## config.mk

```make
export PLATFORM = sky130hd
export DESIGN_NAME = kto_ctrl
export DESIGN_NICKNAME = d
export VERILOG_FILES = /design/src/sv/kto_pkg.sv /design/src/sv/kto_ctrl.sv
export SDC_FILE = /design/constraint.sdc
export NUM_CORES = 1
export LEC_CHECK = 0
export BUFFER_PORTS_ARGS = -buffer_cell sky130_fd_sc_hd__buf_2
export CAP_MARGIN = 20
export CORE_AREA = 2 2 39 41
export DETAILED_ROUTE_END_ITERATION = 6
export DIE_AREA = 0 0 41 43
export GPL_ROUTABILITY_DRIVEN = 0
export GPL_TIMING_DRIVEN = 0
export SLEW_MARGIN = 20
export SYNTH_ARGS = -nofsm -noshare
export SYNTH_HDL_FRONTEND = slang
export SYNTH_SLANG_ARGS = --single-unit
```

## constraint.sdc

```tcl
create_clock -name clk -period 1.9 [get_ports clk]
set_input_delay 0.19 -clock clk [delete_from_list [all_inputs] [get_ports clk]]
set_output_delay 0.19 -clock clk [all_outputs]
set_load 0.005 [all_outputs]
```

## src/sv/kto_pkg.sv

```systemverilog
// Shared types, widths and codes for the keyed table with oldest-entry replacement.
`default_nettype none

package kto_pkg;

  // Default number of table entries.
  localparam int ENTRIES_DEF = 32;

  // Field widths.
  localparam int KEY_W     = 48;
  localparam int VALUE_W   = 64;
  localparam int TIME_W    = 32;
  localparam int OUTCOME_W = 3;
  localparam int SLOT_W    = 5;

  // Packed stream widths, padded to whole bytes.
  localparam int IN_DATA_W  = 144;
  localparam int OUT_DATA_W = 104;

  // Item kinds carried on the input tuser.
  typedef enum logic {
    ACT_APPLY = 1'b0,
    ACT_FIND  = 1'b1
  } kto_action_t;

  // Result kinds carried on the output tuser.
  typedef enum logic [OUTCOME_W-1:0] {
    OUT_UNCHANGED = 3'd0,
    OUT_CHANGED   = 3'd1,
    OUT_NEW       = 3'd2,
    OUT_FOUND     = 3'd3,
    OUT_MISSING   = 3'd4
  } kto_outcome_t;

  // Controller states.
  typedef enum logic [1:0] {
    ST_IDLE,
    ST_SCAN,
    ST_COMMIT,
    ST_DONE
  } kto_state_t;

  // Commands from the controller to the datapath.
  typedef struct packed {
    logic load_in;   // capture the input transfer and restart the scan
    logic scan;      // step the scan over the stores
    logic commit;    // write the stores and latch the result
    logic load_out;  // move the result into the output register
  } kto_cmd_t;

  // Status from the datapath to the controller.
  typedef struct packed {
    logic scan_done;  // every entry in use has been read and compared
  } kto_stat_t;

endpackage

`default_nettype wire

```

## src/sv/kto_ctrl.sv

```systemverilog
// Controller: sequences capture, scan, commit and output hand-off for one item at a time.
`default_nettype none

module kto_ctrl (
  input  wire logic                clk,
  input  wire logic                rst,
  input  wire logic                s_axis_tvalid,
  output      logic                s_axis_tready,
  output      logic                m_axis_tvalid,
  input  wire logic                m_axis_tready,
  input  wire kto_pkg::kto_stat_t  stat,
  output      kto_pkg::kto_cmd_t   cmd
);

  kto_pkg::kto_state_t state;
  kto_pkg::kto_state_t state_next;
  logic                out_valid;
  logic                out_valid_next;
  logic                out_free;

  // The output register can take a result when empty or being drained.
  assign out_free = !out_valid || m_axis_tready;

  // Next state.
  always_comb begin
    state_next = state;
    unique case (state)
      kto_pkg::ST_IDLE: begin
        if (s_axis_tvalid) begin
          state_next = kto_pkg::ST_SCAN;
        end
      end
      kto_pkg::ST_SCAN: begin
        if (stat.scan_done) begin
          state_next = kto_pkg::ST_COMMIT;
        end
      end
      kto_pkg::ST_COMMIT: begin
        state_next = kto_pkg::ST_DONE;
      end
      kto_pkg::ST_DONE: begin
        if (out_free) begin
          state_next = kto_pkg::ST_IDLE;
        end
      end
      default: begin
        state_next = kto_pkg::ST_IDLE;
      end
    endcase
  end

  // Commands and input ready; no transfer is taken while reset is held.
  always_comb begin
    cmd           = '0;
    s_axis_tready = 1'b0;
    unique case (state)
      kto_pkg::ST_IDLE: begin
        s_axis_tready = !rst;
        cmd.load_in   = s_axis_tvalid && !rst;
      end
      kto_pkg::ST_SCAN: begin
        cmd.scan = 1'b1;
      end
      kto_pkg::ST_COMMIT: begin
        cmd.commit = 1'b1;
      end
      kto_pkg::ST_DONE: begin
        cmd.load_out = out_free;
      end
      default: begin
        cmd = '0;
      end
    endcase
  end

  // Output valid: set when a result is loaded, cleared when its transfer completes.
  always_comb begin
    if (cmd.load_out) begin
      out_valid_next = 1'b1;
    end else if (m_axis_tready) begin
      out_valid_next = 1'b0;
    end else begin
      out_valid_next = out_valid;
    end
  end

  always_ff @(posedge clk) begin
    if (rst) begin
      state     <= kto_pkg::ST_IDLE;
      out_valid <= 1'b0;
    end else begin
      state     <= state_next;
      out_valid <= out_valid_next;
    end
  end

  assign m_axis_tvalid = out_valid;

  // A new result never overwrites one that is still waiting.
  a_no_overwrite: assert property (@(posedge clk) disable iff (rst)
    cmd.load_out |-> (!out_valid || m_axis_tready))
    else $error("result loaded over a pending output");

endmodule

`default_nettype wire
```

==> out/summary.txt <==
Status: complete, no violations
Starting Density: 16.7%
#FFs+latches synth: 3
Reg clk slew, reported paths: 0.04 ns
Critical path origin: state[0]
Top FF cell, synth: dfxtp_1
Die Span Y: 43 µm
CTS tree: yes
Tot GR Track Use: 6.81%
Highest clock rate: 672 MHz
Post-synthesis cell type count: 13
Worst slew margin: 64.9%
Clk_lat worst skew: 0.23 ns
Post-synth ARST share: 0%
Hold Path Depth: 2
Vias/cell: 3.67
RSZ-0062 raised after global routing: no
Initial antenna violation count: 0
Power per cell area: 1220 nW/µm²
CTS Buf Count: 3
Critical Path End Type: output pin
Leakage: 0.177 nW
Syn_area_per_cell: 9.26 µm²
Initial DRC count: 7
Die width: 41 µm
Post-layout net count: 49
Worst hold margin: 0.186 ns
CTS sink cnt: 3
CTS Root Cell: clkbuf_4
I/O pin count: 11
Slowest-stage cell, CP: dfxtp_1
Post-Layout Cell Count: 55
Syn Nets: 34
HP Start: rst
Largest net degree at the start of global routing: 7
Layout cell share with drive strength beyond 1: 41.0%
Cell count after synthesis: 25
Sequential fraction of the synthesis area: 25.9%
Post-Route WL: 436 µm
Input/output buffers: 10
Top-area cell type share of the netlist area: 25.9%
Crit path launch type: register
Area growth syn-to-layout: 41.6%
Synth area leaders: dfxtp_1 (26%), ha_1 (22%), mux2i_1 (8.6%)
Peak supply drop: 0.000462 V
Pre-antenna DRT Iters: 4
CP Max Fanout: 4
Synthesis warning total: 0
Die ar.: 1760 µm²
Post-synth top cells: ha_1 (4), inv_1 (4), dfxtp_1 (3), nand2b_1 (3)
Tcrit/Tclk final: 78.4%
Final slew viol count: 0
Yosys top cell by area: dfxtp_1
DRC: 0
Setup TNS: 0 ns
Placed cells: 51
Final hold violation count: 0
Post-synth EDFFs: 0
CP required: 1.71 ns
Via count: 202
Setup CP Type: reg -> out
Drt wl/cell: 7.93 µm
Worst Path Arrival: 1.30 ns
Dpl hpwl: 356 µm
Tightest Pin Transition: 0.527 ns
Mapped cell area: 231 µm²
# rows: 14
Vias in the first global route: 176
CTS Hold Bufs: 0
Critical-path cell list: inv_1 -> ha_1 -> nor2b_1 -> and2_1 -> buf_2
Setup Skew: 0.00156 ns
Final Setup Violations: 0
Reg2Reg Depth: 4
Min-delay worst type: in -> reg
Cts repair resizes: 0
Critical Path Max Stage Delay: 0.36 ns
Setup repair bufs after CTS: 0
Ant. Diodes: 0
CTS HTree Levels: 1
Final worst path period need: 1.49 ns
Global route total overflow: 0
Max-Cap Viols: 0
Clock Path Buffers: 2
R2r startpoint: state[0]
Core ar.: 1380 µm²
ANT nets after route: 0
First-pass GRT wire length: 683 µm
-- final timing paths --
check	to	slack, ns
max	cmd[3]	0.41
max reg2reg	state[1]	0.42
min reg2reg	state[0]	0.51
min	m_axis_tvalid	0.19
-- cell families after synthesis --
group	share of synthesized area [%]
fa+ha+maj	21.6
compound gates	7.57
mux	8.65
simple gates	26.5
buf+inv	9.73
flops	25.9
-- flip-flops by register name, indices dropped and copies added, names as in the netlist --
| register | cells |
|---|---|
| m_axis_tvalid | 1 |
| state | 2 |
-- placed cells by master (no fill, tap or decap) --
cell       n
buf_2     10
inv_1      4
ha_1       4
nand2b_1   3
clkbuf_4   3
dfxtp_1    3
mux2i_1    2
nor2_1     2
nor2b_4    1
and2b_2    1
nor2b_1    1
and2_1     1
a222oi_1   1
o21bai_1   1
buf_4      1
clkbuf_1   1
-- final cells by class --
type / instances / area (µm²)
plain buffers: 1 / 7.51
multi-input cells: 17 / 149
repair buffers: 10 / 50.0
well taps: 16 / 20.0
flip-flops and latches: 3 / 60.1
fillers: 164 / 1060
clock buffers: 4 / 26.3
inverters: 4 / 15.0
-- metal layers --
layer	wire, µm	track usage (%)	vias up
met5	0	0	-
met4	0	4.00	0
met3	61	9.42	0
met2	194	7.81	9
met1	180	6.07	84
li1	-	-	109
-- power by group --
part / switching (W) / internal (W)
logic: 0.0000843 / 0.0000992
registers: 0.0000211 / 0.0000856
clock network: 0.0000313 / 0.0000786
-- per-stage QoR --
stage                     utilization (%)  cell area [µm²]  setup WS (ns)  power [W]
after CTS                            23.7              328          0.389   0.000414
after global routing                 23.7              328          0.293   0.000450
after global placement               21.8              302          0.436   0.000293
final                                23.7              328          0.411   0.000400
after floorplan                         -              231          0.554   0.000233
after detailed placement             21.8              302          0.404   0.000297
-- worst max-delay path: cells and delay by family (launching register included) --
| family | cells | cell delay (ns) |
|---|---|---|
| adder cells (fa/ha/maj) | 1 | 0.23 |
| buffers and inverters | 2 | 0.20 |
| flip-flops | 1 | 0.36 |
| AND/OR/NAND/NOR | 2 | 0.28 |
(Power assumes the default switching activity.)
