## src/sv/kto_pkg.sv

```systemverilog
// Shared types, widths and codes for the keyed table with oldest-entry replacement.
`default_nettype none

package kto_pkg;

  // Default number of table entries.
  localparam int ENTRIES_DEF = 32;

  // Field widths.
  localparam int KEY_W     = 48;
  localparam int VALUE_W   = 64;
  localparam int TIME_W    = 32;
  localparam int OUTCOME_W = 3;
  localparam int SLOT_W    = 5;

  // Packed stream widths, padded to whole bytes.
  localparam int IN_DATA_W  = 144;
  localparam int OUT_DATA_W = 104;

  // Item kinds carried on the input tuser.
  typedef enum logic {
    ACT_APPLY = 1'b0,
    ACT_FIND  = 1'b1
  } kto_action_t;

  // Result kinds carried on the output tuser.
  typedef enum logic [OUTCOME_W-1:0] {
    OUT_UNCHANGED = 3'd0,
    OUT_CHANGED   = 3'd1,
    OUT_NEW       = 3'd2,
    OUT_FOUND     = 3'd3,
    OUT_MISSING   = 3'd4
  } kto_outcome_t;

  // Controller states.
  typedef enum logic [1:0] {
    ST_IDLE,
    ST_SCAN,
    ST_COMMIT,
    ST_DONE
  } kto_state_t;

  // Commands from the controller to the datapath.
  typedef struct packed {
    logic load_in;   // capture the input transfer and restart the scan
    logic scan;      // step the scan over the stores
    logic commit;    // write the stores and latch the result
    logic load_out;  // move the result into the output register
  } kto_cmd_t;

  // Status from the datapath to the controller.
  typedef struct packed {
    logic scan_done;  // every entry in use has been read and compared
  } kto_stat_t;

endpackage

`default_nettype wire

```

## src/sv/kto_ram.sv

```systemverilog
// Generic single-port RAM with registered read data.
`default_nettype none

module kto_ram #(
  parameter int WIDTH = 8,
  parameter int DEPTH = 32
) (
  input  wire logic                                   clk,
  input  wire logic                                   we,
  input  wire logic [((DEPTH > 1) ? $clog2(DEPTH) : 1)-1:0] addr,
  input  wire logic [WIDTH-1:0]                       wdata,
  output      logic [WIDTH-1:0]                       rdata
);

  logic [WIDTH-1:0] mem [DEPTH];

  // One access per cycle: an optional write, and a read of the old contents into the output register.
  always_ff @(posedge clk) begin
    if (we) begin
      mem[addr] <= wdata;
    end
    rdata <= mem[addr];
  end

endmodule

`default_nettype wire

```

## src/sv/kto_dp.sv

```systemverilog
// Datapath: entry stores, linear key and oldest-time scan, write-back and result registers.
`default_nettype none

module kto_dp #(
  parameter int ENTRIES = kto_pkg::ENTRIES_DEF
) (
  input  wire logic                               clk,
  input  wire logic                               rst,
  input  wire logic [kto_pkg::IN_DATA_W-1:0]      s_axis_tdata,
  input  wire logic                               s_axis_tuser,
  input  wire kto_pkg::kto_cmd_t                  cmd,
  output      kto_pkg::kto_stat_t                 stat,
  output      logic [kto_pkg::OUT_DATA_W-1:0]     m_axis_tdata,
  output      logic [kto_pkg::OUTCOME_W-1:0]      m_axis_tuser
);

  localparam int AddrW  = (ENTRIES > 1) ? $clog2(ENTRIES) : 1;
  localparam int CntW   = $clog2(ENTRIES + 1);
  localparam int KeyW   = kto_pkg::KEY_W;
  localparam int ValW   = kto_pkg::VALUE_W;
  localparam int TimeW  = kto_pkg::TIME_W;
  localparam int SlotW  = kto_pkg::SLOT_W;
  localparam int PadW   = kto_pkg::OUT_DATA_W - SlotW - 1 - ValW - TimeW;

  // Captured input item.
  kto_pkg::kto_action_t action;
  logic [KeyW-1:0]      in_key;
  logic [ValW-1:0]      in_value;
  logic [TimeW-1:0]     in_now;

  // Scan state.
  logic [CntW-1:0]  idx;
  logic [CntW-1:0]  count;
  logic             rd_vld;
  logic [AddrW-1:0] rd_idx;
  logic             hit_found;
  logic [AddrW-1:0] hit_idx;
  logic [ValW-1:0]  hit_val;
  logic [TimeW-1:0] hit_time;
  logic [AddrW-1:0] best_idx;
  logic [TimeW-1:0] best_time;

  // Result waiting for the output register.
  kto_pkg::kto_outcome_t res_outcome;
  logic [SlotW-1:0]      res_slot;
  logic                  res_evicted;
  logic [ValW-1:0]       res_value;
  logic [TimeW-1:0]      res_time;

  // Output register.
  kto_pkg::kto_outcome_t out_outcome;
  logic [SlotW-1:0]      out_slot;
  logic                  out_evicted;
  logic [ValW-1:0]       out_value;
  logic [TimeW-1:0]      out_time;

  // Store ports.
  logic [AddrW-1:0] ram_addr;
  logic [AddrW-1:0] wr_addr;
  logic [AddrW-1:0] miss_addr;
  logic             key_we;
  logic             value_we;
  logic [KeyW-1:0]  key_rd;
  logic [ValW-1:0]  value_rd;
  logic [TimeW-1:0] time_rd;

  // Decision for the commit cycle.
  kto_pkg::kto_outcome_t dec_outcome;
  logic [AddrW-1:0]      dec_idx;
  logic                  dec_evicted;
  logic [ValW-1:0]       dec_value;
  logic [TimeW-1:0]      dec_time;
  logic                  full;
  logic                  key_match;

  assign full      = (count == CntW'(ENTRIES));
  assign miss_addr = full ? best_idx : count[AddrW-1:0];
  assign wr_addr   = hit_found ? hit_idx : miss_addr;
  assign ram_addr  = cmd.commit ? wr_addr : idx[AddrW-1:0];
  assign key_match = rd_vld && (key_rd == in_key);

  assign stat.scan_done = (idx == count) && !rd_vld;

  // The three stores share one address: read during the scan, written on commit.
  kto_ram #(.WIDTH(KeyW), .DEPTH(ENTRIES)) u_key_ram (
    .clk   (clk),
    .we    (key_we),
    .addr  (ram_addr),
    .wdata (in_key),
    .rdata (key_rd)
  );

  kto_ram #(.WIDTH(ValW), .DEPTH(ENTRIES)) u_value_ram (
    .clk   (clk),
    .we    (value_we),
    .addr  (ram_addr),
    .wdata (in_value),
    .rdata (value_rd)
  );

  kto_ram #(.WIDTH(TimeW), .DEPTH(ENTRIES)) u_time_ram (
    .clk   (clk),
    .we    (key_we),
    .addr  (ram_addr),
    .wdata (in_now),
    .rdata (time_rd)
  );

  // Decide the outcome and which stores to write from the scan results.
  always_comb begin
    dec_outcome = kto_pkg::OUT_MISSING;
    dec_idx     = '0;
    dec_evicted = 1'b0;
    dec_value   = '0;
    dec_time    = '0;
    key_we      = 1'b0;
    value_we    = 1'b0;
    if (action == kto_pkg::ACT_FIND) begin
      if (hit_found) begin
        dec_outcome = kto_pkg::OUT_FOUND;
        dec_idx     = hit_idx;
        dec_value   = hit_val;
        dec_time    = hit_time;
      end
    end else if (hit_found) begin
      dec_idx = hit_idx;
      if (hit_val == in_value) begin
        dec_outcome = kto_pkg::OUT_UNCHANGED;
      end else begin
        dec_outcome = kto_pkg::OUT_CHANGED;
        value_we    = cmd.commit;
      end
    end else begin
      dec_outcome = kto_pkg::OUT_NEW;
      dec_idx     = miss_addr;
      dec_evicted = full;
      key_we      = cmd.commit;
      value_we    = cmd.commit;
    end
  end

  // Input capture and scan control.
  always_ff @(posedge clk) begin
    if (rst) begin
      rd_vld    <= 1'b0;
      hit_found <= 1'b0;
      idx       <= '0;
    end else if (cmd.load_in) begin
      action    <= kto_pkg::kto_action_t'(s_axis_tuser);
      in_key    <= s_axis_tdata[KeyW-1:0];
      in_value  <= s_axis_tdata[KeyW+ValW-1:KeyW];
      in_now    <= s_axis_tdata[KeyW+ValW+TimeW-1:KeyW+ValW];
      idx       <= '0;
      rd_vld    <= 1'b0;
      hit_found <= 1'b0;
    end else if (cmd.scan) begin
      if (idx != count) begin
        idx    <= idx + CntW'(1);
        rd_vld <= 1'b1;
        rd_idx <= idx[AddrW-1:0];
      end else begin
        rd_vld <= 1'b0;
      end
      // The first matching key wins.
      if (key_match && !hit_found) begin
        hit_found <= 1'b1;
        hit_idx   <= rd_idx;
        hit_val   <= value_rd;
        hit_time  <= time_rd;
      end
    end
  end

  // Oldest entry so far; a strict compare keeps the lowest index on a tie.
  always_ff @(posedge clk) begin
    if (rd_vld && ((rd_idx == '0) || (time_rd < best_time))) begin
      best_idx  <= rd_idx;
      best_time <= time_rd;
    end
  end

  // Entry count: grows on an append, holds once the table is full.
  always_ff @(posedge clk) begin
    if (rst) begin
      count <= '0;
    end else if (cmd.commit && key_we && !full) begin
      count <= count + CntW'(1);
    end
  end

  // Result and output registers.
  always_ff @(posedge clk) begin
    if (cmd.commit) begin
      res_outcome <= dec_outcome;
      res_slot    <= SlotW'(dec_idx);
      res_evicted <= dec_evicted;
      res_value   <= dec_value;
      res_time    <= dec_time;
    end
    if (cmd.load_out) begin
      out_outcome <= res_outcome;
      out_slot    <= res_slot;
      out_evicted <= res_evicted;
      out_value   <= res_value;
      out_time    <= res_time;
    end
  end

  assign m_axis_tdata = {{PadW{1'b0}}, out_time, out_value, out_evicted, out_slot};
  assign m_axis_tuser = out_outcome;

  // The entry count never passes the table size.
  a_count_bound: assert property (@(posedge clk) disable iff (rst)
    count <= CntW'(ENTRIES))
    else $error("entry count beyond table size");

  // A read in flight always belongs to an entry in use.
  a_read_in_use: assert property (@(posedge clk) disable iff (rst)
    rd_vld |-> (CntW'(rd_idx) < count))
    else $error("scan read past the entries in use");

  // An append into a table with room adds exactly one entry.
  a_append_count: assert property (@(posedge clk) disable iff (rst)
    (cmd.commit && key_we && !full) |=> (count == $past(count) + CntW'(1)))
    else $error("append did not grow the entry count");

endmodule

`default_nettype wire

```

## config.mk

```make
export PLATFORM = sky130hd
export DESIGN_NAME = kto_dp
export DESIGN_NICKNAME = d
export VERILOG_FILES = /design/src/sv/kto_pkg.sv /design/src/sv/kto_ram.sv /design/src/sv/kto_dp.sv
export SDC_FILE = /design/constraint.sdc
export NUM_CORES = 2
export LEC_CHECK = 0
export ABC_CLOCK_PERIOD_IN_PS = 28300
export BUFFER_PORTS_ARGS = -buffer_cell sky130_fd_sc_hd__buf_2
export CORE_ASPECT_RATIO = 0.8
export CORE_MARGIN = 1.5
export CORE_UTILIZATION = 35
export CTS_CLUSTER_DIAMETER = 50
export DETAILED_ROUTE_END_ITERATION = 16
export HOLD_SLACK_MARGIN = 0.06
export SLEW_MARGIN = 10
export SYNTH_ARGS = -nofsm -noshare
export SYNTH_HDL_FRONTEND = slang
export SYNTH_MEMORY_MAX_BITS = 65536
export SYNTH_SLANG_ARGS = --single-unit
```

## constraint.sdc

```tcl
create_clock -name clk -period 28.3 [get_ports clk]
set_input_delay 2.83 -clock clk [delete_from_list [all_inputs] [get_ports clk]]
set_output_delay 2.83 -clock clk [all_outputs]
set_load 0.005 [all_outputs]
```

==> impl_metrics.env <==
export IMPL_worstSetupPathType="input port to register"
export IMPL_max_cap_violations=0
export IMPL_max_freq_mhz=104
export IMPL_cp_slowest_cell="buf_4"
export IMPL_reg2reg_to="u_key_ram.rdata[19]"
export IMPL_peakVddDrop_mv=0.0648
export IMPL_die_x_um=839
export IMPL_ctsHtreeMaxLevel=6
export IMPL_grt_max_degree=134
export IMPL_relSlewSlack_pct=13.7
export IMPL_dr_pass1_iters=6
export IMPL_synth_edf_count=5106
export IMPL_tns_ns=0
export IMPL_post_cts_setup_buffers=0
export IMPL_start_util_pct=35.1
export IMPL_grt_ovfl_total=0
export IMPL_drt_initial_drc_count=12800
export IMPL_die_area_mm2=0.563
export IMPL_grt_pass1_vias=96400
export IMPL_layout_nets=11000
export IMPL_drtAntennaViolNets=0
export IMPL_place_inst=17700
export IMPL_timing_final_crit_share_pct=34.0
export IMPL_synth_area_mm2=0.196
export IMPL_cp_num_buf_inv=8
export IMPL_cellLeakagePower_nw=72.9
export IMPL_final_setup_skew_ns=0.0543
export IMPL_seqCellArea_mm2=0.156
export IMPL_async_flop_share_pct=0
export IMPL_grt_pass1_wl_mm=775
export IMPL_min_period_ns=9.62
export IMPL_clockBufferDepth=4
export IMPL_grt_util_all_layers_pct=19.3
export IMPL_ff2ff_path_depth=14
export IMPL_synth_cell_types=56
export IMPL_report_final_setup_viol=0
export IMPL_hold_ws_ns=0.394
export IMPL_drc=0
export IMPL_clk_pin_slew_ns=0.06
export IMPL_worstReg2RegStart="count[5]"
export IMPL_worst_setup_path_start_kind="input port"
export IMPL_cts_root_buf="clkbuf_16"
export IMPL_wire_per_inst_um=30.4
export IMPL_vias=102000
export IMPL_core_mm2=0.556
export IMPL_hp_start="u_value_ram.rdata[15]"
export IMPL_worstPathRequired_ns=29.22
export IMPL_cp_arrival_ns=10.54
export IMPL_yosysTopAreaCell="edfxtp_1"
export IMPL_antenna_found_initial=30
export IMPL_maxSlewViolCount=0
export IMPL_cts_resized=0
export IMPL_endpoint_kind="register"
export IMPL_yosysWarnings=0
export IMPL_clock_sinks=5264
export IMPL_seq_area_frac_synth_pct=80.0
export IMPL_cp_max_fo=116
export IMPL_routed_wl_mm=568
export IMPL_syn_area_per_cell_um2=19.0
export IMPL_finish_utilization_pct=40.3
export IMPL_cts_tree="yes"
export IMPL_ys_ff_latch=5264
export IMPL_synthCells=10300
export IMPL_design_area_mm2=0.224
export IMPL_io_buffers=256
export IMPL_synth_area_leaders="edfxtp_1 78%, mux2i_1 12%, o22ai_1 3.7%, dfxtp_1 1.6%, nor4_1 0.99%"
export IMPL_crit_top_cell="buf_4"
export IMPL_rsz0062_at_grt="false"
export IMPL_whs_path_depth=0
export IMPL_tightest_slew_ns=1.30
export IMPL_gp_congestion=0.749
export IMPL_cts_buffers=543
export IMPL_rows=245
export IMPL_power_density_mw_per_mm2=73.6
export IMPL_num_io_pins=259
export IMPL_viasPerCell=5.46
export IMPL_postPlaceCellArea_mm2=0.207
export IMPL_holdPathEnd="hit_val[15]"
export IMPL_synthTopCellsByCount="5106 x edfxtp_1, 2307 x mux2i_1, 1162 x o22ai_1"
export IMPL_slowest_delay_ns=0.91
export IMPL_hold_buffers=0
export IMPL_finalHoldViolCount=0
export IMPL_synth_main_ff_cell="edfxtp_1"
export IMPL_instances_no_fill=18700
export IMPL_crit_chain="buf_6 > nand2b_1 > a31oi_1 > a21oi_4 > buf_4 > buf_12 > buf_12 > buf_4 > buf_4 > buf_4 > buf_4 > mux2i_1 > o22ai_1 > nor4_1 > nand2_1"
export IMPL_multi_input_area_mm2=0.0370
export IMPL_worst_r2r_setup_slack_ns=19.78
export IMPL_synth_most_common_cell="edfxtp_1"
export IMPL_die_y_um=671
export IMPL_clock_latency_ns=1.06
export IMPL_post_dp_hpwl_mm=268
export IMPL_crit_start="cmd[1]"
export IMPL_cp_top_family="buffers and inverters"
export IMPL_hp_class="register to register"
export IMPL_syn_to_final_growth_pct=14.7
export IMPL_fillers=49200
export IMPL_drive_above_1_share_pct=12.3
export IMPL_status="finished clean"
export IMPL_yosysTopAreaCellShare_pct=78.4
[cells in the final DEF (no fill, tap or decap), types with 5 or more instances in the layout]
master,count
a31oi_1,6
buf_2,254
nand4_1,19
dfxtp_1,158
nor2_4,64
inv_1,54
mux2i_1,2307
buf_4,252
clkinv_16,8
nand2_1,177
clkinv_8,15
ha_1,35
inv_6,19
nand3_1,8
buf_12,35
xnor2_1,46
clkbuf_16,555
nor2_1,23
a21oi_1,11
nand2b_1,5
and2_1,98
a21o_1,11
inv_16,11
edfxtp_1,5106
clkinv_1,82
xor2_1,67
nor4_1,305
o22ai_1,1162
o21ai_0,5
nor3_1,5
diode_2,18
nand3_4,16
clkinvlp_4,10
inv_8,14
clkbuf_8,37
bufinv_16,20
clkinv_2,52
clkbuf_1,161
[final cells by class]
type                    count  share of cell area [%]
inverters                  54                  0.0904
repair buffers            543                    1.73
clock buffers             753                    6.69
flip-flops and latches   5264                    69.8
clock inverters           235                    1.03
diodes                     18                  0.0201
multi-input cells        4426                    16.5
well taps                7410                    4.13
[how the worst max path moves through the flow]
stage | to | slack, ns | cells after the start
finish | u_key_ram.rdata[19] | 18.68 | 15
global placement | u_key_ram.rdata[23] | 17.73 | 15
CTS | u_key_ram.rdata[23] | 18.92 | 15
floorplan | hit_found | 14.25 | 6
global route | u_key_ram.rdata[19] | 18.41 | 15
detailed placement | u_key_ram.rdata[23] | 17.77 | 15
[power by group]
group          internal (W)  switching (W)
combinational      0.000272       0.000481
sequential          0.00868      0.0000977
clock               0.00394        0.00305
total                0.0129        0.00363
[logic make-up (layout without fill, tap and decap cells)]
family | after synthesis | count (layout) | share of synthesized area [%]
other cells | 1 | 20 | 0.00192
xor+xnor | 113 | 113 | 0.506
simple gates | 738 | 738 | 2.05
mux | 2308 | 2308 | 11.8
fa+ha+maj | 36 | 36 | 0.230
flops | 5264 | 5264 | 80.0
buf+inv | 579 | 1585 | 1.37
compound gates | 1229 | 1229 | 3.98
[metrics by stage]
step                total power [W]  worst slack, ns
floorplan                   0.00939            14.25
global placement            0.00968            17.73
detailed placement          0.00969            17.77
CTS                          0.0166            18.92
global route                 0.0170            18.41
finish                       0.0165            18.68
[flip-flops by register name (all words and copies together) (netlist names), 32 cells and up]
| name | count |
|---|---|
| in_value | 64 |
| in_now | 32 |
| hit_val | 64 |
| best_time | 32 |
| u_value_ram.mem | 2048 |
| u_key_ram.mem | 1536 |
| in_key | 48 |
| out_value | 64 |
| u_value_ram.rdata | 64 |
| u_key_ram.rdata | 48 |
| out_time | 32 |
| u_time_ram.rdata | 32 |
| hit_time | 32 |
| u_time_ram.mem | 1024 |
| res_time | 32 |
| res_value | 64 |
[routing by layer]
metal  global-route usage (%)  part of all wire [%]  wire length (µm)
met4                     4.66                   2.5             14400
met1                     28.0                    43            244000
met2                     30.9                    47            264000
met3                     2.70                   7.9             44800
met5                        0                     0                 0
Note: power is estimated with default switching activity, not from simulation.
